### src/design/cfp_pkg.sv
// Shared types and constants for the chunk frame parser.
// No dependencies; imported by chunk_frame_parser_core.
package cfp_pkg;

  localparam int LENGTH_BITS_DEF = 32;
  localparam logic [3:0] MIN_FRAME_BYTES = 4'd12;

  typedef enum logic [2:0] {
    PH_IDLEN = 3'd0,
    PH_ID    = 3'd1,
    PH_INDEX = 3'd2,
    PH_DLEN  = 3'd3,
    PH_DATA  = 3'd4,
    PH_TRAIL = 3'd5
  } phase_t;

  typedef enum logic [1:0] {
    KIND_HEADER = 2'd0,
    KIND_ID     = 2'd1,
    KIND_DATA   = 2'd2,
    KIND_IGNORE = 2'd3
  } kind_t;

  typedef enum logic [2:0] {
    ST_OK         = 3'd0,
    ST_TOO_SHORT  = 3'd1,
    ST_BAD_ID_LEN = 3'd2,
    ST_NO_INDEX   = 3'd3,
    ST_NO_DLEN    = 3'd4,
    ST_DATA_TRUNC = 3'd5
  } status_t;

endpackage

### src/design/chunk_frame_parser_core.sv
// Chunk frame parser top level: byte labeling, field decode, frame status.
// Depends on cfp_pkg.
//
// One frame byte enters per item and one result item leaves per byte, in
// the next cycle through a single output register; a new byte is taken every
// cycle while the output side keeps up. Frame layout: 4-byte big-endian id
// length, id bytes, 4-byte big-endian chunk index, 4-byte big-endian data
// length, data bytes. Each byte is tagged header/id/data/ignored on tuser;
// on the last byte tlast is set and tdata carries the chunk index and the
// frame status. Lengths above the LENGTH_BITS counter saturate. The parser
// rearms for a new frame after every last byte.
module chunk_frame_parser_core #(
  parameter int LENGTH_BITS = cfp_pkg::LENGTH_BITS_DEF
) (
  input  logic        clk,
  input  logic        rst,
  input  logic        s_tvalid,
  output logic        s_tready,
  input  logic [7:0]  s_tdata,   // [7:0] frame_byte
  input  logic        s_tlast,   // frame_last
  output logic        m_tvalid,
  input  logic        m_tready,
  output logic [47:0] m_tdata,   // [7:0] out_byte, [10:8] frame_status,
                                 // [42:11] chunk_number, [47:43] zero
  output logic [1:0]  m_tuser,   // [1:0] byte_kind
  output logic        m_tlast    // frame_done
);
  import cfp_pkg::*;

  phase_t                 phase, phase_next, phase_step;
  logic [31:0]            field_shift, field_shift_next, shifted;
  logic [1:0]             field_byte_count, field_byte_count_next;
  logic [LENGTH_BITS-1:0] bytes_remaining, bytes_remaining_next, rem_dec, sat_len;
  logic [3:0]             seen_count, seen_count_next, seen_step;
  logic                   id_length_zero, id_length_zero_next, zero_step;
  logic [31:0]            held_index, held_index_next, index_step;
  logic                   field_done, accept;

  kind_t                  kind;
  status_t                status;
  logic [7:0]             out_byte;
  status_t                out_status;
  logic [31:0]            out_index;
  kind_t                  out_kind;
  logic                   out_last;

  assign s_tready = !m_tvalid || m_tready;
  assign accept   = s_tvalid && s_tready;

  assign shifted    = {field_shift[23:0], s_tdata};
  assign field_done = (field_byte_count == 2'd3);
  assign rem_dec    = (bytes_remaining != '0) ? bytes_remaining - 1'b1 : bytes_remaining;
  assign sat_len    = ((shifted >> LENGTH_BITS) != 32'd0) ? '1 : LENGTH_BITS'(shifted);
  assign seen_step  = (seen_count < MIN_FRAME_BYTES) ? seen_count + 4'd1 : seen_count;

  // next state
  always_comb begin
    phase_step            = phase;
    field_shift_next      = field_shift;
    field_byte_count_next = field_byte_count;
    bytes_remaining_next  = bytes_remaining;
    id_length_zero_next   = id_length_zero;
    held_index_next       = held_index;
    seen_count_next       = seen_step;
    case (phase)
      PH_IDLEN, PH_INDEX, PH_DLEN: begin
        field_shift_next      = shifted;
        field_byte_count_next = field_done ? 2'd0 : field_byte_count + 2'd1;
        if (field_done) begin
          case (phase)
            PH_IDLEN: begin
              if (shifted == 32'd0) begin
                id_length_zero_next = 1'b1;
                phase_step          = PH_INDEX;
              end else begin
                bytes_remaining_next = sat_len;
                phase_step           = PH_ID;
              end
            end
            PH_INDEX: begin
              held_index_next = shifted;
              phase_step      = PH_DLEN;
            end
            default: begin
              bytes_remaining_next = sat_len;
              phase_step           = (sat_len != '0) ? PH_DATA : PH_TRAIL;
            end
          endcase
        end
      end
      PH_ID, PH_DATA: begin
        bytes_remaining_next = rem_dec;
        if (rem_dec == '0) begin
          phase_step = (phase == PH_ID) ? PH_INDEX : PH_TRAIL;
        end
      end
      default: ;
    endcase
    phase_next = phase_step;
    zero_step  = id_length_zero_next;
    index_step = held_index_next;
    if (s_tlast) begin
      phase_next            = PH_IDLEN;
      field_shift_next      = '0;
      field_byte_count_next = '0;
      bytes_remaining_next  = '0;
      seen_count_next       = '0;
      id_length_zero_next   = 1'b0;
      held_index_next       = '0;
    end
  end

  // result fields
  always_comb begin
    case (phase)
      PH_IDLEN, PH_INDEX, PH_DLEN: kind = KIND_HEADER;
      PH_ID:                       kind = KIND_ID;
      PH_DATA:                     kind = KIND_DATA;
      default:                     kind = KIND_IGNORE;
    endcase
    if (!s_tlast) begin
      status = ST_OK;
    end else if (seen_step < MIN_FRAME_BYTES) begin
      status = ST_TOO_SHORT;
    end else if (zero_step || phase_step inside {PH_IDLEN, PH_ID}) begin
      status = ST_BAD_ID_LEN;
    end else if (phase_step == PH_INDEX) begin
      status = ST_NO_INDEX;
    end else if (phase_step == PH_DLEN) begin
      status = ST_NO_DLEN;
    end else if (phase_step == PH_DATA) begin
      status = ST_DATA_TRUNC;
    end else begin
      status = ST_OK;
    end
  end

  always_ff @(posedge clk) begin
    if (rst) begin
      phase            <= PH_IDLEN;
      field_shift      <= '0;
      field_byte_count <= '0;
      bytes_remaining  <= '0;
      seen_count       <= '0;
      id_length_zero   <= 1'b0;
      held_index       <= '0;
      m_tvalid         <= 1'b0;
    end else begin
      if (accept) begin
        phase            <= phase_next;
        field_shift      <= field_shift_next;
        field_byte_count <= field_byte_count_next;
        bytes_remaining  <= bytes_remaining_next;
        seen_count       <= seen_count_next;
        id_length_zero   <= id_length_zero_next;
        held_index       <= held_index_next;
        m_tvalid         <= 1'b1;
      end else if (m_tready) begin
        m_tvalid         <= 1'b0;
      end
    end
  end

  always_ff @(posedge clk) begin
    if (accept) begin
      out_byte   <= s_tdata;
      out_kind   <= kind;
      out_last   <= s_tlast;
      out_status <= status;
      out_index  <= s_tlast ? index_step : 32'd0;
    end
  end

  assign m_tdata = {5'd0, out_index, out_status, out_byte};
  assign m_tuser = out_kind;
  assign m_tlast = out_last;

  a_idle_when_not_last: assert property (@(posedge clk) disable iff (rst)
    m_tvalid && !m_tlast |-> m_tdata[10:8] == ST_OK && m_tdata[42:11] == 32'd0)
    else $error("status or index set on a byte that is not last");

  a_rearm_after_last: assert property (@(posedge clk) disable iff (rst)
    s_tvalid && s_tready && s_tlast |=> phase == PH_IDLEN && seen_count == 4'd0)
    else $error("parser not rearmed after last byte");

  a_seen_saturates: assert property (@(posedge clk) disable iff (rst)
    seen_count <= MIN_FRAME_BYTES)
    else $error("byte count above saturation");

  a_ready_when_empty: assert property (@(posedge clk) disable iff (rst)
    !m_tvalid |-> s_tready)
    else $error("input stalled with empty output register");

endmodule
### config.mk
export PLATFORM = sky130hd
export DESIGN_NAME = chunk_frame_parser_core
export DESIGN_NICKNAME = d
export VERILOG_FILES = /design/src/design/cfp_pkg.sv /design/src/design/chunk_frame_parser_core.sv
export SDC_FILE = /design/constraint.sdc
export NUM_CORES = 1
export LEC_CHECK = 0
export BUFFER_PORTS_ARGS = -buffer_cell sky130_fd_sc_hd__clkbuf_2
export CAP_MARGIN = 20
export CORE_MARGIN = 1.5
export CORE_UTILIZATION = 60
export DETAILED_ROUTE_END_ITERATION = 10
export GPL_TIMING_DRIVEN = 0
export PLACE_DENSITY = 0.8
export SYNTH_ARGS = -nofsm -noshare
export SYNTH_HDL_FRONTEND = slang
export SYNTH_SLANG_ARGS = --single-unit
### constraint.sdc
create_clock -name clk -period 5.4 [get_ports clk]
set_clock_uncertainty 0.1 [all_clocks]
set_input_delay 1.08 -clock clk [delete_from_list [all_inputs] [get_ports clk]]
set_output_delay 1.08 -clock clk [all_outputs]
set_load 0.05 [all_outputs]
==> impl_metrics.json <==
{
  "cts.clk_slew.worst_paths_ns": 0.06,
  "endpoint_kind": "register",
  "cellPowerDensity_mw_per_mm2": 284,
  "clk_latency_ns": 0.43,
  "cts-root-buf": "clkbuf_16",
  "synth-seq-area-share_pct": 45.6,
  "grtUsageMet3_pct": 5.90,
  "synth_xor_area_share_pct": 0.950,
  "grt_pass1_vias": 6583,
  "synth-simple-area-share_pct": 23.8,
  "fin_ws_ns": 1.16,
  "die_h_um": 114,
  "period_needed_ns": 4.24,
  "synth_flop_cell": "dfxtp_1",
  "reg2reg_from": "bytes_remaining[2]",
  "relSlewSlack_pct": 43.6,
  "reg2reg_depth": 11,
  "synth_top_family_by_area": "simple AND/OR/NAND/NOR gates",
  "stdcell_area_mm2": 0.00841,
  "dp_hpwl_mm": 15.9,
  "regToRegSetupSlack_ns": 1.16,
  "clock_path_buffers": 2,
  "fin_util_pct": 70.0,
  "fin_cells": 1126,
  "cp_max_fo": 10,
  "vias": 7367,
  "synth_fa_ha_area_share_pct": 0.509,
  "hold_ws_ns": 0.397,
  "synth_enable_flop_cells": 46,
  "mostFrequentLayoutCell": "nor2_1",
  "hold_buffers": 0,
  "slew_viol_final": 0,
  "use_met2_pct": 53.4,
  "dieWidth_um": 114,
  "cp.required_ns": 5.62,
  "ys_warn_count": 0,
  "h-tree-depth": 4,
  "grt_max_degree": 33,
  "hold_class": "reg -> reg",
  "area_growth_pct": 14.1,
  "fin_crit_sh_pct": 78.6,
  "gp_congestion": 1.01,
  "crit_arrival_ns": 4.47,
  "port_buffers": 59,
  "ctsResizeCount": 0,
  "criticalPathCategory": "reg -> reg",
  "async_flop_share_pct": 0,
  "setup_viol_count_final": 0,
  "cts_sinks": 145,
  "place_ws_ns": 1.27,
  "startpoint_type": "register",
  "tritoncts": "built",
  "insertedDiodeCount": 0,
  "hold_viol": 0,
  "antenna_found_initial": 1,
  "ys_ff_latch": 145,
  "core-area_mm2": 0.0120,
  "drc": 0,
  "startpoint": "bytes_remaining[2]",
  "fmax_ghz": 0.236,
  "syn_area_per_cell_um2": 8.36,
  "synth_cell_types": 68,
  "place_area_mm2": 0.00789,
  "worstReg2RegEnd": "phase[0]",
  "status": "finished, final reports clean",
  "post_cts_buffers": 0,
  "rows": 40,
  "p_leak_uw": 0.00309,
  "synth_compound_area_share_pct": 23.6,
  "detail-route-antenna-nets": 0,
  "grt_pass1_wl_mm": 35.3,
  "nets": 982,
  "grt_busiest_layer": "met2",
  "synthCells": 882,
  "ir_drop_mv": 0.238,
  "cts_buffers": 17,
  "maxCapViolations": 0,
  "muxShareOfSynthArea_pct": 0.136,
  "drt-initial-drc-count": 1011,
  "drive_gt1_share_pct": 11.0,
  "syn_area_mm2": 0.00737,
  "overflow": 0,
  "rsz0062_at_grt": "no",
  "critPathCapture": "phase[0]",
  "final_cell_mix": "146 x nor2_1, 108 x nand2_1, 99 x dfxtp_1",
  "io_pins": 66,
  "routed_wirelength_mm": 22.5,
  "dieArea_mm2": 0.0130,
  "worstMarginPinSlew_ns": 0.840,
  "start_util_pct": 61.4,
  "drt-vias-per-instance": 6.54,
  "routedWlPerCell_um": 20.0,
  "place_inst": 1093,
  "grt_usage_pct": 34.9,
  "grtUsageMet1_pct": 49.7,
  "drtPass1Iterations": 6
}
[metal layers]
| layer | up-vias | share of wire, % |
|---|---|---|
| met3 | 74 | 10 |
| met4 | 0 | 3.1 |
| li1 | 3364 | - |
| met5 | - | 0 |
| met1 | 3459 | 42 |
| met2 | 470 | 45 |
[final cells by class]
type	instances	area (µm²)
buffer	80	347
clock buffer	23	458
clock inverter	9	60.1
fill	975	3600
inverter	13	48.8
multi-input combinational	648	3630
sequential	145	3360
tap	147	184
timing repair buffer	61	320
[Yosys cell counts, drive strengths merged (3+ instances only)]
library cell / instances / area, µm²
or4: 10 / 82.6
clkbuf: 70 / 263
nand3b: 3 / 22.5
o21ai: 26 / 130
a31oi: 3 / 18.8
a21oi: 56 / 280
nand3: 14 / 70.1
or3: 10 / 67.6
nor2: 146 / 548
a31o: 3 / 26.3
xnor2: 4 / 35.0
nor2b: 3 / 18.8
xor2: 4 / 35.0
nor4bb: 3 / 30.0
o21a: 5 / 37.5
nor3: 26 / 135
buf: 10 / 82.6
and3: 6 / 37.5
nand2b: 3 / 18.8
o21bai: 6 / 45.0
o211ai: 8 / 60.1
a21o: 5 / 37.5
nand2: 108 / 405
or2: 3 / 18.8
a21boi: 32 / 240
o31a: 6 / 52.6
nand4: 10 / 62.6
and4: 3 / 26.3
ha: 3 / 37.5
nor4: 23 / 144
a22oi: 61 / 458
inv: 13 / 48.8
edfxtp: 46 / 1380
dfxtp: 99 / 1980
o31ai: 7 / 52.6
a211oi: 13 / 103
[worst min-delay path by stage]
stage | from | end | slack (ns) | depth (start not counted)
detailed placement | held_index[8] | held_index[8] | 0.38 | 2
global placement | held_index[25] | held_index[25] | 0.38 | 2
global route | held_index[28] | held_index[28] | 0.42 | 2
floorplan | bytes_remaining[31] | bytes_remaining[31] | 0.35 | 2
finish | held_index[8] | held_index[8] | 0.40 | 2
CTS | held_index[8] | held_index[8] | 0.40 | 2
[sequential cells by signal, summed over array words and instances, names as in the netlist]
register and flops:
out_byte 8, phase 3, out_index 32, field_shift 24, id_length_zero 1, held_index 32
m_tuser 2, field_byte_count 2, m_tlast 1, seen_count 4, m_tvalid 1, bytes_remaining 32
out_status 3
[stage by stage]
step	TNS (ns)	total power, µW
floorplan	0	1310
global route	0	2440
global placement	-0.177	1370
CTS	0	2380
detailed placement	0	1370
finish	0	2390
[power breakdown]
group          internal (µW)  switching (µW)
logic                   40.0             150
registers               1150            13.5
clock network            596             444
total                   1780             607
[critical path, cell delays in order, from the launching register on]
cell      delay, ns
dfxtp_1        0.30
clkbuf_1       0.20
or4_4          0.52
buf_6          0.15
or3_4          0.40
buf_6          0.16
or2_2          0.32
nor4_1         0.64
mux2i_1        0.47
nand3b_1       0.20
or4_1          0.44
a31o_1         0.23
[kinds of logic after synthesis]
family          after synthesis
other cells                   1
fa+ha+maj                     3
mux                           1
xor+xnor                      8
flops                       145
compound gates              253
buf+inv                      93
simple gates                378
(Power assumes the default switching activity.)
